--- src/hdl/gbns_ram.sv ---
// ----------------------------------------------------------------------------
// gbns_ram
// generic single-port ram with registered read
// ----------------------------------------------------------------------------
module gbns_ram #(
  parameter int Width = 1,
  parameter int Depth = 16
) (
  input  logic                     clk,
  input  logic                     we,
  input  logic [$clog2(Depth)-1:0] addr,
  input  logic [Width-1:0]         wdata,
  output logic [Width-1:0]         rdata
);
  logic [Width-1:0] mem [Depth];
  always_ff @(posedge clk) begin
    if (we) mem[addr] <= wdata;
    rdata <= mem[addr];
  end
endmodule

--- config.mk ---
export PLATFORM = sky130hd
export DESIGN_NAME = gbns_ram
export DESIGN_NICKNAME = d
export VERILOG_FILES = /design/src/hdl/gbns_ram.sv
export SDC_FILE = /design/constraint.sdc
export NUM_CORES = 1
export LEC_CHECK = 0
export BUFFER_PORTS_ARGS = -buffer_cell sky130_fd_sc_hd__buf_2
export CORE_MARGIN = 3
export CORE_UTILIZATION = 35
export DETAILED_ROUTE_END_ITERATION = 16
export MAX_ROUTING_LAYER = met4
export PLACE_DENSITY = 0.5
export REMOVE_ABC_BUFFERS = 1
export SYNTH_ARGS = -nofsm -noshare
export SYNTH_HDL_FRONTEND = slang
export SYNTH_SLANG_ARGS = --single-unit
--- constraint.sdc ---
create_clock -name clk -period 1.85 [get_ports clk]
set_clock_uncertainty 0.15 [all_clocks]
set_input_delay 0.37 -clock clk [delete_from_list [all_inputs] [get_ports clk]]
set_output_delay 0.37 -clock clk [all_outputs]
set_load 0.01 [all_outputs]
==> flow_summary.toml, run 1 <==
[clock_network]
post_cts_resized = 0
cts_hold_buf = 0
numCtsBuffers = 3
cts_root_buf = "clkbuf_4"
clk_latency_ps = 290
clkSinkCount = 17
clk_transition_reported_paths_ps = 90
cts_tree = "built"
cts_setup_buffers = 0
clockBufferDepth = 2
h-tree-depth = 1

[pwr]
vdd_drop_max_mv = 0.380
power_mw = 0.686
powerDensity_nw_per_um2 = 815
power_leakage_nw = 0.289

[placed_design]
routabilityCongestion = 0.730
dp_cells = 81
dp_hpwl_um = 878
io_buffers = 7

[grt]
grt_pass1_wl_mm = 2.15
antenna_found_initial = 0
grt_max_degree = 17
overflow = 0
grt_pass1_vias = 429
gr-usage-all-layers = 0.117

[sta]
final_hold_viol_count = 0
maxSlewViolCount = 0
setup_viol_count_final = 0
rsz0062_at_grt = "false"
min_period_ps = 1390
relSlewSlack = 0.836
max_freq_mhz = 721
worst_pin_slew_ps = 246
final.period_utilization = 0.750
setup_tns_ps = 0

[floorplan]
ios = 8
num_rows = 16
core_um2 = 2020
die_w_um = 52.7
dieArea_um2 = 2780
die_y_um = 52.7
start_util = 0.377

[routing]
drt-vias-per-instance = 4.96
antenna_left = 0
drc_errors = 0
drtPass1Iterations = 6
wl_per_cell_um = 14.7
via_count = 422
wl_mm = 1.25
drt_iter0_markers = 10

[layout]
nFillCells = 199
syn_to_final_growth_pct = 10.3
fin_cells = 85
final_cell_mix = "16 x edfxtp_1, 12 x nor2_1, 7 x buf_2"
layout_commonest_cell = "edfxtp_1"
drive_gt1_frac = 0.190
n_antenna_cell = 0
final_util = 0.416
fin_nets = 66

[synth]
ys_seq_area_frac = 0.656
syn_area_per_cell_um2 = 15.6
yosysWarnings = 0
yosysUniqueCellTypes = 14
synth.ff_latch_count = 17
synth_top_cell_area_share = 0.630
netlist_area_um2 = 763
synth_top_area_cell = "edfxtp_1"
synthCells = 49
synth_area_leaders = "edfxtp_1 63%, mux4_1 14%, nor2_1 5.9%"

[setup_path]
worst-setup-path-type = "in2reg"
cp.required_ps = 1880
worst_setup_path_end_kind = "flip-flop"
cp.arrival_ps = 1420
cp_max_fo = 11
start_kind = "input port"

[flow_run]
max-cap-violations = 0

[run_status]
status = "finished clean"

[min_path]
min_path_type = "in2reg"
[flip-flops by register name, indices dropped and copies added (netlist names)]
name / count
rdata: 1
mem: 16
[report_power, final]
group          switching [mW]  internal, mW  leakage [nW]
Combinational          0.0324        0.0237         0.121
Sequential            0.00181         0.430         0.153
Clock                   0.115        0.0837        0.0150
Total                   0.149         0.537         0.289
[kinds of logic after synthesis]
logic type,share of synthesized area
and+or+nand+nor,0.146
muxes,0.177
DFF,0.656
buffers and inverters,0.0213
[through the flow]
| stage | hold WS (ps) | worst slack [ps] | cell area (µm²) |
|---|---|---|---|
| 2_1_floorplan | 319 | 380 | 747 |
| 3_3_place_gp | 478 | 128 | 816 |
| 3_5_place_dp | 482 | 134 | 816 |
| 4_1_cts | 170 | 455 | 842 |
| 5_1_grt | 172 | 357 | 842 |
| 6_report | 171 | 462 | 842 |
[cells in the mapped netlist]
library cell	n
edfxtp_1	16
nor2_1	12
mux4_1	4
nor3_1	4
mux2i_1	3
nand3b_1	2
buf_2	1
buf_6	1
dfxtp_1	1
nand2_1	1
nand2b_1	1
nand3_1	1
or2b_1	1
or3b_2	1
[critical path: stages]
cell and delay, ps:
buf_2 230, mux4_1 590, mux2i_1 140, mux2i_1 80
[area by class of cell]
type / instances / area, µm² / area share
clock buffers: 4 / 26.3 / 0.0312
flip-flops and latches: 17 / 500 / 0.594
multi-input cells: 30 / 246 / 0.293
repair buffers: 7 / 35.0 / 0.0416
well taps: 27 / 33.8 / 0.0401
[path summary, 6_finish.rpt]
kind                 from     to  slack, ps  cells after the start
setup / recovery  addr[0]  rdata        460                      4
hold / removal    addr[2]  rdata        170                      2
setup reg to reg   mem[0]  rdata        460                      3
hold reg to reg   mem[11]  rdata        610                      3
[layer usage]
| metal | share of wire | track usage | vias to the layer above | wire [µm] |
|---|---|---|---|---|
| met5 | 0 | - | - | 0 |
| met4 | 0 | 0.0511 | 0 | 0 |
| met3 | 0.051 | 0.0370 | 0 | 64 |
| met2 | 0.43 | 0.159 | 10 | 536 |
| met1 | 0.52 | 0.160 | 203 | 645 |
| li1 | - | - | 209 | - |
No activity file was read; power rests on OpenSTA's default activity.
==> inputs of run 2 (changes only) <==
PLACE_DENSITY = 0.52   (was 0.5)
clock period = 1.2 ns   (was 1.85 ns; I/O delays follow)
==> run 2 against run 1 <==
Net effect:
- the flow now finishes with violations (negative setup slack)
- clock power rose by 52%
- sequential share of layout area is 1.9 points lower
- sequential power grew 54%
- count of clock-buffer cells in the layout unchanged
- power increased by 56%
- register-to-register slack got worse by 590 ps
- worst hold slack worse by 64 ps
- critical endpoint unchanged
- via count is 5.0% higher
- first-iteration DRC count shrank 30%
- non-clock buffer count is 5 higher
- design area grew 3.3%
- critical path type is now reg2reg
==> flow_summary.toml, run 2 (synthesized netlist as in run 1, its figures left out) <==
[run_status]
status = "finished with violations"
violations = "negative setup slack"

[layout]
largest_register = "mem"
largestRegisters = "mem x16, rdata x1"
n_antenna_cell = 0
syn_to_final_growth_pct = 13.9
seqCellArea_um2 = 500
layout_commonest_cell = "edfxtp_1"
nFillCells = 193
fin_nets = 71
largest_reg_flops = 16
drive_gt1_frac = 0.333
final_cell_mix = "16 x edfxtp_1, 12 x nor2_1, 7 x buf_2"
multi_input_area_um2 = 236

[floorplan]
dieArea_um2 = 2780
num_rows = 16
ios = 8
die_w_um = 52.7
die_y_um = 52.7
start_util = 0.377
core_um2 = 2020

[setup_path]
setup.worst_path.start = "mem[3]"
worst-setup-path-type = "reg2reg"
cp.arrival_ps = 1350
r2r_setup_slack_ps = -120
crit_end = "rdata"
r2r_start = "mem[3]"
cp_max_fo = 1
cp.required_ps = 1230
worst_setup_path_end_kind = "flip-flop"
reg2reg_depth = 3
timing.rr.end = "rdata"
start_kind = "flip-flop"

[sta]
min_period_ps = 1320
max_freq_mhz = 756
maxSlewViolCount = 0
final_hold_viol_count = 0
relSlewSlack = 0.836
setup_viol_count_final = 1
fin_hold_ws_ps = 107
final.period_utilization = 1.10
worst_pin_slew_ps = 245
rsz0062_at_grt = "true"
setup_ws_ps = -124

[grt]
grt_max_degree = 17
gr-usage-all-layers = 0.126
top_usage_layer = "met1"
grt_util_met1 = 0.188
overflow = 0
use_met2 = 0.153
grt_pass1_vias = 465
antenna_found_initial = 0
grt_pass1_wl_mm = 2.34
grt_util_met3 = 0.0342

[placed_design]
routabilityCongestion = 0.717
pre_cts_ws_ps = -347
io_buffers = 7
dp_hpwl_um = 924

[pwr]
power_leakage_nw = 0.297
p_comb_frac = 0.096
vdd_drop_max_mv = 0.666
power.internal_mw = 0.840
powerDensity_nw_per_um2 = 1230
pwr-share-seq = 0.624
clkPwrFrac = 0.280
p_sw_mw = 0.229
swShare = 0.214

[routing]
wl_per_cell_um = 14.9
drt-vias-per-instance = 4.92
antenna_left = 0
via_count = 443
drt_iter0_markers = 7
drtPass1Iterations = 4
wl_mm = 1.34
drc_errors = 0

[clock_network]
clkSinkCount = 17
clockBufferDepth = 2
cts_setup_buffers = 0
clk_transition_reported_paths_ps = 100
h-tree-depth = 1
cts_root_buf = "clkbuf_4"
cts_tree = "built"
cts_hold_buf = 0
numCtsBuffers = 3
clk_latency_ps = 280

[flow_run]
max-cap-violations = 0

[min_path]
min_path_type = "in2reg"
run 2: cell count changes in the layout (fill, tap and decap cells not counted), sizes merged:
| cell | delta |
|---|---|
| buf | +5 |
run 2: timing repair:
item | 4_1_cts | 5_1_grt
resized for setup | 5 | 0
setup endpoints to repair | 2 | 1
pin swaps | 0 | 0
run 2: area by class of cell:
cell class                 instances  area share
sequential                        17       0.576
multi-input combinational         30       0.272
timing repair buffer              12      0.0835
tap                               27      0.0388
clock buffer                       4      0.0302
run 2: how the worst min path moves through the flow:
stage	start	to	cells past startpoint
detailed placement	addr[2]	rdata	3
global placement	addr[2]	rdata	3
finish	addr[2]	rdata	3
global route	addr[2]	rdata	3
CTS	addr[2]	rdata	3
floorplan	wdata	mem[0]	0
run 2: per-layer routing:
| layer | routed length, µm | vias up |
|---|---|---|
| li1 | - | 213 |
| met2 | 560 | 8 |
| met4 | 13 | 0 |
| met1 | 714 | 220 |
| met3 | 51 | 2 |
| met5 | 0 | - |
run 2: power by group through the flow:
stage	clock network (mW)	logic, mW	registers [mW]
6_report	0.300	0.103	0.666
5_1_grt	0.347	0.114	0.667
4_1_cts	0.308	0.105	0.666
3_5_place_dp	0	0.101	0.679
3_3_place_gp	0	0.0994	0.679
2_1_floorplan	0	0.0411	0.681
run 2: critical path, stage by stage, from the launching register on:
cell      delay, ps
edfxtp_1        390
mux4_2          470
mux2i_1         130
mux2i_1          80
run 2: through the flow:
step           total power, mW  setup TNS (ps)  std cells  utilization  area (µm²)
6_report                  1.07            -124         90        0.430         870
2_1_floorplan            0.722            -463         47            -         747
5_1_grt                   1.13            -180         90        0.430         870
3_5_place_dp             0.780           -2860         86        0.422         853
3_3_place_gp             0.779           -2750         86        0.422         853
4_1_cts                   1.08            -133         90        0.430         870
==> inputs of run 3 (changes only) <==
clock period = 1.1 ns   (was 1.2 ns; I/O delays follow)
==> run 3 against run 2 <==
Net effect:
- the run still ends with negative setup slack left
- sequential cell count unchanged
- core utilization increased by 0.43 points
- largest cell class unchanged
- sequential power is 9.2% higher
- worst hold slack got worse by 27 ps
- count of clock-buffer cells in the layout shrank 1
- design area is 1.0% higher
- critical path type unchanged
- largest power group unchanged
- critical path depth stayed put
==> flow_summary.toml, run 3 (synthesized netlist as in run 1, its figures left out) <==
[placed_design]
dp_hpwl_um = 921
io_buffers = 7
routabilityCongestion = 0.717
dp_cells = 86
pre_cts_ws_ps = -425

[clock_network]
clkSinkCount = 17
clk_latency_ps = 300
cts_root_buf = "clkbuf_4"
cts_setup_buffers = 0
numCtsBuffers = 3
cts_hold_buf = 0
cts_tree = "built"
h-tree-depth = 1
clockBufferDepth = 2
clk_transition_reported_paths_ps = 110

[setup_path]
start_kind = "flip-flop"
worst-setup-path-type = "reg2reg"
critPathSlowestCell = "mux4_2"
cp.arrival_ps = 1370
critical_path.cell_chain = "mux4_2 > mux2i_1 > mux2i_1"
cp_max_fo = 1
cp_top_family = "multiplexers"
cp.required_ps = 1150
crit_buf_inv = 0
max_stage_delay_ps = 470
worst_path_most_repeated_cell = "mux2i_1"
worst_setup_path_end_kind = "flip-flop"

[pwr]
pwr-share-seq = 0.615
swShare = 0.228
p_sw_mw = 0.270
powerDensity_nw_per_um2 = 1350
vdd_drop_max_mv = 0.787
clkPwrFrac = 0.288
power_mw = 1.18
power_leakage_nw = 0.303
p_comb_frac = 0.096
power.internal_mw = 0.912

[sta]
maxSlewViolCount = 0
setup_ws_ps = -227
final_hold_viol_count = 0
max_freq_mhz = 753
rsz0062_at_grt = "true"
min_period_ps = 1330
relSlewSlack = 0.829
worst_pin_slew_ps = 256
final.period_utilization = 1.21
setup_viol_count_final = 2

[floorplan]
core_um2 = 2020
die_w_um = 52.7
die_y_um = 52.7
num_rows = 16
start_util = 0.377
ios = 8
dieArea_um2 = 2780

[layout]
drive_gt1_frac = 0.365
largest_reg_flops = 16
layout_commonest_cell = "edfxtp_1"
largestRegisters = "mem x16, rdata x1"
largest_register = "mem"
multi_input_area_um2 = 244
final_cell_mix = "16 x edfxtp_1, 12 x nor2_1, 7 x buf_2"
n_antenna_cell = 0
syn_to_final_growth_pct = 15.1
seqCellArea_um2 = 500
fin_nets = 71
fin_cells = 90
nFillCells = 186

[grt]
grt_pass1_wl_mm = 2.26
gr-usage-all-layers = 0.124
overflow = 0
antenna_found_initial = 0
grt_util_met3 = 0.0342
top_usage_layer = "met1"
grt_pass1_vias = 470
use_met2 = 0.151
grt_util_met1 = 0.180
grt_max_degree = 17

[run_status]
status = "finished with violations"
violations = "negative setup slack"

[min_path]
min_path_type = "in2reg"

[routing]
drt-vias-per-instance = 5.00
wl_per_cell_um = 15.1
drc_errors = 0
wl_mm = 1.36
drt_iter0_markers = 14
antenna_left = 0
drtPass1Iterations = 4
via_count = 450

[flow_run]
max-cap-violations = 0
[run 3: changes by cell type in the layout (fill, tap and decap cells not counted), sizes merged]
| cell | delta |
|---|---|
| clkbuf | -1 |
| clkinv | +1 |
[run 3: repair_timing]
item,in CTS,in global routing
endpoints found under the hold margin,0,0
gates resized for setup,6,1
endpoints found under the setup margin,3,3
[run 3: metrics by stage]
step | utilization | hold slack, ps | setup TNS [ps] | area, µm²
final | 0.434 | 79.7 | -239 | 878
after global routing | 0.434 | 82.6 | -355 | 878
after detailed placement | 0.422 | 395 | -4160 | 853
after global placement | 0.422 | 392 | -4120 | 853
after CTS | 0.432 | 72.5 | -259 | 873
after floorplan | - | 169 | -883 | 747
[run 3: power groups by stage]
stage	sequential, mW	combinational [mW]	clock, mW
after floorplan	0.743	0.0449	0
after global placement	0.741	0.109	0
after detailed placement	0.741	0.109	0
after CTS	0.727	0.115	0.351
after global routing	0.728	0.126	0.378
final	0.727	0.114	0.341
[run 3: layout make-up]
| class | count | share of cell area |
|---|---|---|
| clock buffers | 3 | 0.0256 |
| repair buffers | 12 | 0.0826 |
| well taps | 27 | 0.0385 |
| flip-flops and latches | 17 | 0.570 |
| clock inverters | 1 | 0.00570 |
| multi-input cells | 30 | 0.278 |
[run 3: worst paths after layout]
check,slack (ps),start,cells after the start,endpoint
setup / recovery,-230,mem[3],3,rdata
hold / removal,80,addr[2],3,rdata
setup reg to reg,-230,mem[3],3,rdata
hold reg to reg,600,mem[7],3,rdata
[run 3: tightest hold or removal path, stage by stage]
cell	delay, ps
buf_2	90
buf_4	120
mux2i_1	60
[run 3: per-layer routing]
layer,up-vias,wire (µm)
met3,5,54
met1,219,733
met4,0,31
li1,215,-
met5,-,0
met2,11,541
